$ cat config.mk
export PLATFORM = sky130hd
export DESIGN_NAME = can_rx_acceptance_filter_flat
export DESIGN_NICKNAME = d
export VERILOG_FILES = /design/src/sv/crxaf_pkg.sv /design/src/sv/crxaf_stream_if.sv /design/src/sv/crxaf_ram.sv /design/src/sv/crxaf_cmp.sv /design/src/sv/can_rx_acceptance_filter.sv /design/src/flat_wrapper.sv
export SDC_FILE = /design/constraint.sdc
export NUM_CORES = 1
export LEC_CHECK = 0
export ABC_CLOCK_PERIOD_IN_PS = 7690
export CAP_MARGIN = 20
export CORE_ASPECT_RATIO = 0.9
export CORE_UTILIZATION = 60
export CTS_CLUSTER_DIAMETER = 120
export DETAILED_ROUTE_END_ITERATION = 8
export DONT_BUFFER_PORTS = 1
export PLACE_DENSITY = 0.8
export SETUP_SLACK_MARGIN = 0.05
export SLEW_MARGIN = 20
export SYNTH_ARGS = -nofsm -noshare
export SYNTH_HDL_FRONTEND = slang
export SYNTH_HIERARCHICAL = 1
export SYNTH_SLANG_ARGS = --single-unit
$ cat constraint.sdc
create_clock -name clk -period 7.69 [get_ports clk]
set_input_delay 0.3845 -clock clk [delete_from_list [all_inputs] [get_ports clk]]
set_output_delay 0.3845 -clock clk [all_outputs]
set_load 0.02 [all_outputs]
$ cat src/sv/crxaf_pkg.sv
`default_nettype none

package crxaf_pkg;

	// Item codes.
	localparam logic OP_WRITE   = 1'b0;
	localparam logic OP_RECEIVE = 1'b1;

	// Configuration register indexes.
	localparam logic REG_ENTRIES_IN_USE = 1'b0;
	localparam logic REG_NORMAL_MODE    = 1'b1;

	localparam int CFG_DATA_W = 6;

	// Result status codes.
	localparam logic STATUS_OK      = 1'b0;
	localparam logic STATUS_ILLEGAL = 1'b1;

	typedef struct packed {
		logic        opcode;
		logic [4:0]  entry_index;
		logic [10:0] filter_id;
		logic [10:0] filter_id_mask;
		logic        filter_rtr;
		logic        has_receiver;
		logic [10:0] frame_id;
		logic        frame_flag;
	} in_item_t;

	typedef struct packed {
		logic       status;
		logic       matched;
		logic [4:0] match_index;
		logic       delivered;
	} out_item_t;

	// One stored filter. Bit 11 of the mask is always set, so only the low
	// eleven mask bits are kept.
	typedef struct packed {
		logic [11:0] ident;
		logic [10:0] mask;
	} entry_t;

	// Outcome of comparing one entry with the received id.
	typedef struct packed {
		logic hit;
		logic has_rx;
	} cmp_res_t;

endpackage

`default_nettype wire

$ cat src/sv/crxaf_stream_if.sv
`default_nettype none

interface crxaf_stream_if #(
	parameter type T = logic
);
	logic valid;
	logic ready;
	T     payload;

	modport source (output valid, output payload, input ready);
	modport sink (input valid, input payload, output ready);
endinterface

`default_nettype wire

$ cat src/sv/crxaf_ram.sv
`default_nettype none

module crxaf_ram #(
	parameter int WIDTH = 8,
	parameter int DEPTH = 32
) (
	input  wire logic                                      clk,
	input  wire logic                                      we,
	input  wire logic [((DEPTH > 1) ? $clog2(DEPTH) : 1)-1:0] waddr,
	input  wire logic [WIDTH-1:0]                          wdata,
	input  wire logic [((DEPTH > 1) ? $clog2(DEPTH) : 1)-1:0] raddr,
	output      logic [WIDTH-1:0]                          rdata
);

	logic [WIDTH-1:0] mem_q [DEPTH];

	always_ff @(posedge clk) begin
		if (we) begin
			mem_q[waddr] <= wdata;
		end
		rdata <= mem_q[raddr];
	end

endmodule

`default_nettype wire

$ cat src/sv/crxaf_cmp.sv
`default_nettype none

module crxaf_cmp (
	input  wire logic [11:0]       id,
	input  wire crxaf_pkg::entry_t entry,
	input  wire logic              written,
	output      crxaf_pkg::cmp_res_t res
);

	logic [11:0] ident;
	logic [11:0] mask;

	// An entry never written behaves as ident zero with a full mask.
	always_comb begin
		ident = written ? entry.ident : 12'h000;
		mask  = written ? {1'b1, entry.mask} : 12'hFFF;
		res.hit    = (((id ^ ident) & mask) == 12'h000);
		res.has_rx = written;
	end

endmodule

`default_nettype wire

$ cat src/sv/can_rx_acceptance_filter.sv
`default_nettype none

// Channel   Dir  Beat type              Handshake
// in_ch     in   crxaf_pkg::in_item_t   valid/ready, beat on valid && ready
// out_ch    out  crxaf_pkg::out_item_t  valid/ready, beat on valid && ready
// cfg       in   index + data           write on cfg_wr_en, no stall
//
// A write, or a receive outside normal mode or with no entries in use, goes from
// its input beat through the done state to the output register. A normal receive
// scans with one comparator, one entry per cycle from index 0, and stops at the
// first hit or the last entry in use, paced by the one read port of the memory.
// Reset is asynchronous and active low and clears the per-entry written bits.
// A stalled output holds one finished result; the next item is taken, then waits.

module can_rx_acceptance_filter #(
	parameter int FILTER_ENTRIES = 32
) (
	input  wire logic                           clk,
	input  wire logic                           arst_n,
	crxaf_stream_if.sink                        in_ch,
	crxaf_stream_if.source                      out_ch,
	input  wire logic                           cfg_wr_en,
	input  wire logic                           cfg_addr,
	input  wire logic [crxaf_pkg::CFG_DATA_W-1:0] cfg_wdata
);

	localparam int AW = (FILTER_ENTRIES > 1) ? $clog2(FILTER_ENTRIES) : 1;
	localparam logic [7:0] DEPTH8 = 8'(FILTER_ENTRIES);

	localparam logic [1:0] ST_IDLE = 2'd0;
	localparam logic [1:0] ST_SCAN = 2'd1;
	localparam logic [1:0] ST_DONE = 2'd2;

	logic [1:0] state_q;

	// Configuration registers.
	logic [5:0] entries_in_use_q;
	logic       normal_mode_q;

	always_ff @(posedge clk or negedge arst_n) begin
		if (!arst_n) begin
			entries_in_use_q <= 6'd32;
			normal_mode_q    <= 1'b0;
		end else if (cfg_wr_en) begin
			case (cfg_addr)
				crxaf_pkg::REG_ENTRIES_IN_USE: entries_in_use_q <= cfg_wdata[5:0];
				crxaf_pkg::REG_NORMAL_MODE:    normal_mode_q    <= cfg_wdata[0];
				default: ;
			endcase
		end
	end

	// Entries actually in use: a count above the table depth is clipped.
	logic [7:0] ent8;
	logic [7:0] n8;
	assign ent8 = 8'(entries_in_use_q);
	assign n8   = (ent8 > DEPTH8) ? DEPTH8 : ent8;

	logic in_beat;
	logic out_free;
	assign in_beat  = in_ch.valid && in_ch.ready;
	assign out_free = !out_ch.valid || out_ch.ready;
	assign in_ch.ready = (state_q == ST_IDLE);

	// Write path: the entry is stored in the beat cycle itself.
	logic          wr_ok;
	logic          ram_we;
	logic [AW-1:0] wr_addr;
	crxaf_pkg::entry_t wr_entry;

	assign wr_ok   = (8'(in_ch.payload.entry_index) < n8) && in_ch.payload.has_receiver;
	assign ram_we  = in_beat && (in_ch.payload.opcode == crxaf_pkg::OP_WRITE) && wr_ok;
	assign wr_addr = AW'(in_ch.payload.entry_index);
	assign wr_entry.ident = {in_ch.payload.filter_rtr, in_ch.payload.filter_id};
	assign wr_entry.mask  = in_ch.payload.filter_id_mask;

	// One bit per entry marks it written; unwritten entries read as reset.
	logic [FILTER_ENTRIES-1:0] written_q;

	always_ff @(posedge clk or negedge arst_n) begin
		if (!arst_n) begin
			written_q <= '0;
		end else if (ram_we) begin
			written_q[wr_addr] <= 1'b1;
		end
	end

	// Scan pointer: index of the entry whose data the memory shows this cycle.
	// While idle the memory keeps reading entry 0, so the first compare can
	// start in the cycle right after the receive beat.
	logic [AW-1:0]     cmp_idx_q;
	logic [AW-1:0]     rd_addr;
	crxaf_pkg::entry_t rd_entry;

	assign rd_addr = (state_q == ST_SCAN) ? AW'(cmp_idx_q + AW'(1)) : '0;

	crxaf_ram #(
		.WIDTH ($bits(crxaf_pkg::entry_t)),
		.DEPTH (FILTER_ENTRIES)
	) u_ram (
		.clk   (clk),
		.we    (ram_we),
		.waddr (wr_addr),
		.wdata (wr_entry),
		.raddr (rd_addr),
		.rdata (rd_entry)
	);

	logic [11:0]         id_q;
	crxaf_pkg::cmp_res_t cmp_res;

	crxaf_cmp u_cmp (
		.id      (id_q),
		.entry   (rd_entry),
		.written (written_q[cmp_idx_q]),
		.res     (cmp_res)
	);

	logic [7:0] idx8;
	logic       last_entry;
	assign idx8       = 8'(cmp_idx_q);
	assign last_entry = (idx8 == (n8 - 8'd1));

	// Sequencer and result register.
	crxaf_pkg::out_item_t res_q;
	crxaf_pkg::out_item_t out_q;
	logic                 out_valid_q;

	always_ff @(posedge clk or negedge arst_n) begin
		if (!arst_n) begin
			state_q     <= ST_IDLE;
			cmp_idx_q   <= '0;
			out_valid_q <= 1'b0;
		end else begin
			// A finished result loads the output register; otherwise a taken
			// result empties it.
			if ((state_q == ST_DONE) && out_free) begin
				out_valid_q <= 1'b1;
			end else if (out_ch.ready) begin
				out_valid_q <= 1'b0;
			end
			case (state_q)
				ST_IDLE: begin
					cmp_idx_q <= '0;
					if (in_beat) begin
						if ((in_ch.payload.opcode == crxaf_pkg::OP_RECEIVE) &&
						    normal_mode_q && (n8 != 8'd0)) begin
							state_q <= ST_SCAN;
						end else begin
							state_q <= ST_DONE;
						end
					end
				end
				ST_SCAN: begin
					if (cmp_res.hit || last_entry) begin
						state_q <= ST_DONE;
					end else begin
						cmp_idx_q <= AW'(cmp_idx_q + AW'(1));
					end
				end
				ST_DONE: begin
					if (out_free) begin
						state_q <= ST_IDLE;
					end
				end
				default: state_q <= ST_IDLE;
			endcase
		end
	end

	always_ff @(posedge clk) begin
		if (in_beat) begin
			id_q <= {in_ch.payload.frame_flag, in_ch.payload.frame_id};
			res_q.matched     <= 1'b0;
			res_q.match_index <= '0;
			res_q.delivered   <= 1'b0;
			if (in_ch.payload.opcode == crxaf_pkg::OP_WRITE) begin
				res_q.status <= wr_ok ? crxaf_pkg::STATUS_OK : crxaf_pkg::STATUS_ILLEGAL;
			end else begin
				res_q.status <= crxaf_pkg::STATUS_OK;
			end
		end else if ((state_q == ST_SCAN) && cmp_res.hit) begin
			res_q.matched     <= 1'b1;
			res_q.match_index <= idx8[4:0];
			res_q.delivered   <= cmp_res.has_rx;
		end
		if ((state_q == ST_DONE) && out_free) begin
			out_q <= res_q;
		end
	end

	assign out_ch.valid   = out_valid_q;
	assign out_ch.payload = out_q;

	// A rejected write never reports a match or a delivery.
	a_write_result_clean: assert property (@(posedge clk) disable iff (!arst_n)
		(out_ch.valid && (out_ch.payload.status == crxaf_pkg::STATUS_ILLEGAL)) |->
		(!out_ch.payload.matched && !out_ch.payload.delivered))
		else $error("rejected write carries match fields");

	// Delivery only ever follows a match.
	a_deliver_needs_match: assert property (@(posedge clk) disable iff (!arst_n)
		(out_ch.valid && out_ch.payload.delivered) |-> out_ch.payload.matched)
		else $error("delivered without match");

	// The scan never reaches past the entries in use.
	a_scan_in_range: assert property (@(posedge clk) disable iff (!arst_n)
		(state_q == ST_SCAN) |-> (idx8 < n8))
		else $error("scan index beyond entries in use");

	// After an input beat the block is busy in the cycle that follows.
	a_busy_after_beat: assert property (@(posedge clk) disable iff (!arst_n)
		in_beat |=> !in_ch.ready)
		else $error("input taken twice in a row");

endmodule

`default_nettype wire

$ cat src/flat_wrapper.sv
// flat-port wrapper written by rule: the top's interface ports become plain ports
module can_rx_acceptance_filter_flat 
#(
	parameter int FILTER_ENTRIES = 32
)
  (clk, arst_n, cfg_wr_en, cfg_addr, cfg_wdata, in_ch_valid, in_ch_payload, in_ch_ready, out_ch_valid, out_ch_payload, out_ch_ready);
  crxaf_stream_if #(.T(crxaf_pkg::in_item_t)) in_ch_i ();
  crxaf_stream_if #(.T(crxaf_pkg::out_item_t)) out_ch_i ();
  input  wire logic clk;
  input  wire logic arst_n;
  input  wire logic cfg_wr_en;
  input  wire logic cfg_addr;
  input  wire logic [crxaf_pkg::CFG_DATA_W-1:0] cfg_wdata;
  input wire logic [$bits(in_ch_i.valid)-1:0] in_ch_valid;
  input wire logic [$bits(in_ch_i.payload)-1:0] in_ch_payload;
  output wire logic [$bits(in_ch_i.ready)-1:0] in_ch_ready;
  output wire logic [$bits(out_ch_i.valid)-1:0] out_ch_valid;
  output wire logic [$bits(out_ch_i.payload)-1:0] out_ch_payload;
  input wire logic [$bits(out_ch_i.ready)-1:0] out_ch_ready;
  assign in_ch_i.valid = in_ch_valid;
  assign in_ch_i.payload = in_ch_payload;
  assign in_ch_ready = in_ch_i.ready;
  assign out_ch_valid = out_ch_i.valid;
  assign out_ch_payload = out_ch_i.payload;
  assign out_ch_i.ready = out_ch_ready;
  can_rx_acceptance_filter #(.FILTER_ENTRIES(FILTER_ENTRIES)) u_core (.clk(clk), .arst_n(arst_n), .in_ch(in_ch_i), .out_ch(out_ch_i), .cfg_wr_en(cfg_wr_en), .cfg_addr(cfg_addr), .cfg_wdata(cfg_wdata));
endmodule
* Yosys cells after proc, flatten, opt, wreduce, memory -nomap -nowiden *
Memories as Yosys holds them, arrays and structs flattened. A register that Yosys moved wholly into a read port is not among the register bits.
Cells that the tools add are included.
W data, S select, Z words.

word-level totals
  register bits = 75
  bits in writable memories = 736
  bits of input ports = 54
  output and inout port bits = 10
  word-level logic and storage cells = 76
  memories kept = 1

memory list
  memory              depth  width  rd ports  clocked after Yosys merged registers in  wr ports  line             source
  u_core.u_ram.mem_q  32     23     1         1                                        1         crxaf_ram.sv:15  logic [WIDTH-1:0] mem_q [DEPTH];

cells by class
  $add $sub $neg = 2
  order comparisons = 5
  eq/ne operators = 7
  muxes and demuxes = 20
  bitwise operators = 5
  reduce and logical (&&, ||, !) cells = 21

operators by type and width
  cell                   number
  $or A32 B32 Y32        1
  $and A12 B12 Y12       1
  $logic_not A12 Y1      1
  $lt A5 B6 Y1 const B   2
  $mux W12               1
  $xor A12 B12 Y12       1
  $mux W11               1
  $mux W5                2
  $pmux W5 S2            1
  $logic_and A1 B1 Y1    9
  $eq A5 B8 Y1           1
  $lt A5 B8 Y1           1
  $mux W2                4
  $reduce_bool A8 Y1     1
  $sub A8 B1 Y8 const B  1
  $mux W1                7
  $gt A6 B6 Y1 const B   1
  $mux W6                1
  $ne A2 B2 Y1 const B   3
  $pmux W2 S3            1
  $reduce_and A2 Y1      3
  $add A5 B1 Y5 const B  1
  $bmux W1 S5            1
  $demux W1 S5           1
  other kinds (10)       13

* Longest topological paths before layout *
  depth after elaboration = 9
  depth in mapped cells = 14
  depth with buffers taken out = 12

* Modules after synthesis *
The synthesis kept the hierarchy.

by module, submodules not included
  module                    instances  cells an instance  area an instance (µm²)  seq. area each (µm²)
  crxaf_ram                 1          1,619              29,243.0                22,561.6
  can_rx_acceptance_filter  1          275                3,460.8                 1,948.1
  crxaf_cmp                 1          50                 302.8                   0.0

* Worst setup path after synthesis *
No wires, ideal clock.

  kind = reg2reg
  from = reg u_core.cmp_idx_q[0]
  to = reg u_core/res_q[4] (netlist name)
  setup time = 60 ps
  data arrival time = 3,600 ps
  required time = 7,630 ps
  slack = 4,030 ps
  stages on the path, launching flop included = 15
  path buffers = 2
  clock period less this slack = 3,660 ps
  cells stage by stage = dfrtp_1 > buf_2 > buf_6 > mux4_2 > mux4_2 > mux2_2 > nand4b_1 > o221ai_1 > a221oi_2 > nand3_1 > nor4_1 > clkinv_1 > nor2_1 > a22o_1 > a22o_1

RTL lines
  what                    line                             source
  start, declared         can_rx_acceptance_filter.sv:91   logic [AW-1:0] cmp_idx_q;
  start signal, assigned  can_rx_acceptance_filter.sv:158  cmp_idx_q <= AW'(cmp_idx_q + AW'(1));
  end, declared           can_rx_acceptance_filter.sv:125  crxaf_pkg::out_item_t res_q;

==> flow_metrics.py <==
metrics = {
    "clock_tree": {
        "cts.path.max_buffers": 3,
        "cts_sinks": 834,
        "ctsRootBufferMaster": "clkbuf_16",
        "ctsResizeCount": 0,
        "cts_setup_buffers": 0,
        "insertion_delay_ns": 0.64,
        "h-tree-depth": 3,
        "tritoncts": "built",
        "cts_buffers": 80,
        "clk_pin_slew_ns": 0.06,
    },
    "setup_path": {
        "critPathMaxStageDelay_ns": 0.85,
        "rr_worst_depth": 12,
        "rrSetupSlack_ns": 3.09,
        "cp-start-kind": "register",
        "cp_top_family": "multiplexers",
        "crit_required_ns": 8.26,
        "crit_chain": "mux4_2, mux4_2, mux2_2, nand4b_1, o221ai_1, a221oi_2, nand3_1, nor4_1, clkinv_1, nor2_1, a22o_1, a22o_1",
        "path_max_fanout": 15,
        "cp.arrival_ns": 5.17,
        "cp_slowest_cell": "dfrtp_1",
        "r2r-end": "u_core/res_q[3]",
        "rr_startpoint": "u_core/cmp_idx_q[0]",
        "path_buf_inv": 1,
        "crit_type": "reg2reg",
        "crit_path_end_kind": "register",
    },
    "routing": {
        "drc": 0,
        "antenna_left": 0,
        "num_vias": 18380,
        "drt_first_pass_iters": 6,
        "met3_length_um": 9001,
        "viasPerCell": 6.608,
        "topRoutingLayerUsed": "met5",
        "drt_iter0_markers": 2492,
        "wire_per_inst_um": 28.24,
        "drt-met1-wl_um": 29940,
        "wl_um": 78540,
        "wl_met2_um": 36350,
    },
    "timing": {
        "grt_setup_unrepaired": "false",
        "slew_viol_final": 0,
        "hold_viol_final": 0,
        "fin_crit_sh_pct": 59.83,
        "relSlewSlack_pct": 23.26,
        "setup_violations": 0,
        "finClkSkew_ns": 0.02233,
        "period_minus_slack_ns": 4.601,
        "timing.hold.ws_ns": 0.02524,
        "tightest_slew_ns": 1.150,
        "tns_ns": 0,
        "max_freq_ghz": 0.2174,
    },
    "synthesis": {
        "yosysSeqAreaShare_pct": 74.26,
        "synth_edf_count": 757,
        "synth-seq-cells": 834,
        "synth_top_area_cell": "edfxtp_1",
        "synth_top_area_share_pct": 68.87,
        "ys_types": 63,
        "synth-main-ff-cell": "edfxtp_1",
        "synth.most_common_cell": "edfxtp_1",
        "postSynthCellCount": 1944,
        "postSynthAreaPerCell_um2": 16.98,
        "synth-warning-count": 6,
        "async_reset_ff_share_pct": 5.635,
        "yosys-top-cells-area": "edfxtp_1 (69%), mux2i_1 (11%), dfrtp_1 (3.5%)",
        "synthesis.area_um2": 33010,
        "synth_commonest_cells": "edfxtp_1 (757), mux2i_1 (370), a22oi_1 (96), nand2_1 (63), a22o_1 (58)",
        "synth_nets": 2004,
    },
    "floorplanning": {
        "ios": 64,
        "die-width_um": 249.2,
        "die_h_um": 224.5,
        "start_util_pct": 60.76,
        "die_area_um2": 55950,
        "core_um2": 54320,
        "rows": 81,
    },
    "place": {
        "portBuffers": 0,
        "dp_hpwl_um": 41880,
        "routabilityCongestion": 0.8610,
    },
    "global_routing": {
        "grt_overflow_total": 0,
        "grt_max_degree": 110,
        "grt_first_pass_wirelength_um": 115200,
        "grtUsageTotal_pct": 28.28,
        "grt_pass1_vias": 18380,
        "antenna_found_initial": 4,
    },
    "status": {
        "status": "finished, final reports clean",
    },
    "hold_path": {
        "holdPathStages": 2,
        "worstHoldStart": "in_ch_payload[39]",
        "min_to": "u_core/written_q[26]",
        "hold_path.class": "in2reg",
    },
    "power_and_ir_drop": {
        "power_density_nw_per_um2": 298.0,
        "irDropWorstVdd_mv": 0.2476,
        "leakage_nw": 11.88,
    },
    "final_layout": {
        "antenna_cells": 0,
        "nets": 2075,
        "drive_gt1_share_pct": 11.85,
        "area_delta_synth_final_pct": 12.06,
    },
    "run": {
        "max_cap_violations": 0,
    },
}
how the worst max path moves through the flow:
| stage | startpoint | to | slack (ns) | cells past startpoint |
|---|---|---|---|---|
| CTS | u_core/cmp_idx_q[0] | u_core/res_q[3] | 3.16 | 12 |
| floorplan | u_core/cmp_idx_q[0] | u_core/res_q[4] | 4.03 | 14 |
| global route | u_core/cmp_idx_q[0] | u_core/res_q[3] | 2.78 | 12 |
| detailed placement | u_core/cmp_idx_q[0] | u_core/res_q[3] | 3.18 | 12 |
| finish | u_core/cmp_idx_q[0] | u_core/res_q[3] | 3.09 | 12 |
| global placement | u_core/cmp_idx_q[0] | u_core/res_q[4] | 3.23 | 12 |
area by class of cell:
| type | count | area (µm²) |
|---|---|---|
| inverter | 23 | 86.33 |
| clock inverter | 30 | 437.9 |
| fill | 3381 | 17340 |
| clock buffer | 113 | 2341 |
| timing repair buffer | 100 | 893.4 |
| tap | 705 | 882.1 |
| sequential | 834 | 24510 |
| multi-input combinational | 976 | 7836 |
where the power goes:
part | switching, mW | internal [mW]
Combinational | 0.943 | 0.712
Clock | 1.63 | 2.49
Sequential | 0.161 | 5.08
layer usage:
metal	GRT usage [%]	vias to the layer above
met3	7.013	225
met4	11.63	6
met5	0	-
met2	44.20	1158
li1	-	7816
met1	38.43	9171
repair_timing:
action / 4_1_cts / 5_1_grt
hold buffers: 53 / 0
endpoints found under the hold margin: 825 / 0
setup endpoints to repair: 0 / 0
cell families (layout without fill, tap and decap cells):
| logic type | Yosys count | count (layout) | synth area share (%) |
|---|---|---|---|
| XOR/XNOR | 6 | 6 | 0.1592 |
| multiplexers | 389 | 389 | 12.21 |
| AND/OR/NAND/NOR | 271 | 271 | 4.083 |
| flip-flops | 834 | 834 | 74.26 |
| AO/OA/AOI/OAI | 304 | 304 | 6.653 |
| adder cells (fa/ha/maj) | 6 | 6 | 0.2274 |
| buffers and inverters | 134 | 266 | 2.411 |
through the flow:
step	util [%]	total power, mW	worst slack, ns	instance area, µm²	std cells
finish	68.09	11.02	3.089	36990	2781
global route	68.09	11.33	2.777	36990	2781
CTS	68.14	11.03	3.158	37020	2781
detailed placement	62.02	6.874	3.185	33690	2585
global placement	62.02	6.832	3.228	33690	2585
floorplan	-	6.625	4.030	33010	1944
sequential cells by signal, indices dropped and copies added (netlist names):
register	flops
u_core/u_ram/mem_q	736
u_core/written_q	32
u_core/u_ram/rdata	23
u_core/id_q	12
u_core/out_ch.payload	8
u_core/res_q	8
u_core/entries_in_use_q	6
u_core/cmp_idx_q	5
u_core/state_q	2
u_core/normal_mode_q	1
u_core/out_ch.valid	1
cells in the final DEF, fill, tap and decap left out, types with 24 or more instances in the layout:
cell type,count
a21oi_1,51
a22oi_1,96
nor2_2,31
nand2_1,63
a22o_1,58
clkbuf_16,84
o21bai_1,27
dfrtp_1,46
nand4_1,25
edfxtp_1,757
dlygate4sd3_1,43
mux2i_1,370
a31oi_1,24
nand3_1,54
nor3_1,26
dfxtp_1,30
buf_4,44
(Power assumes the default switching activity.)
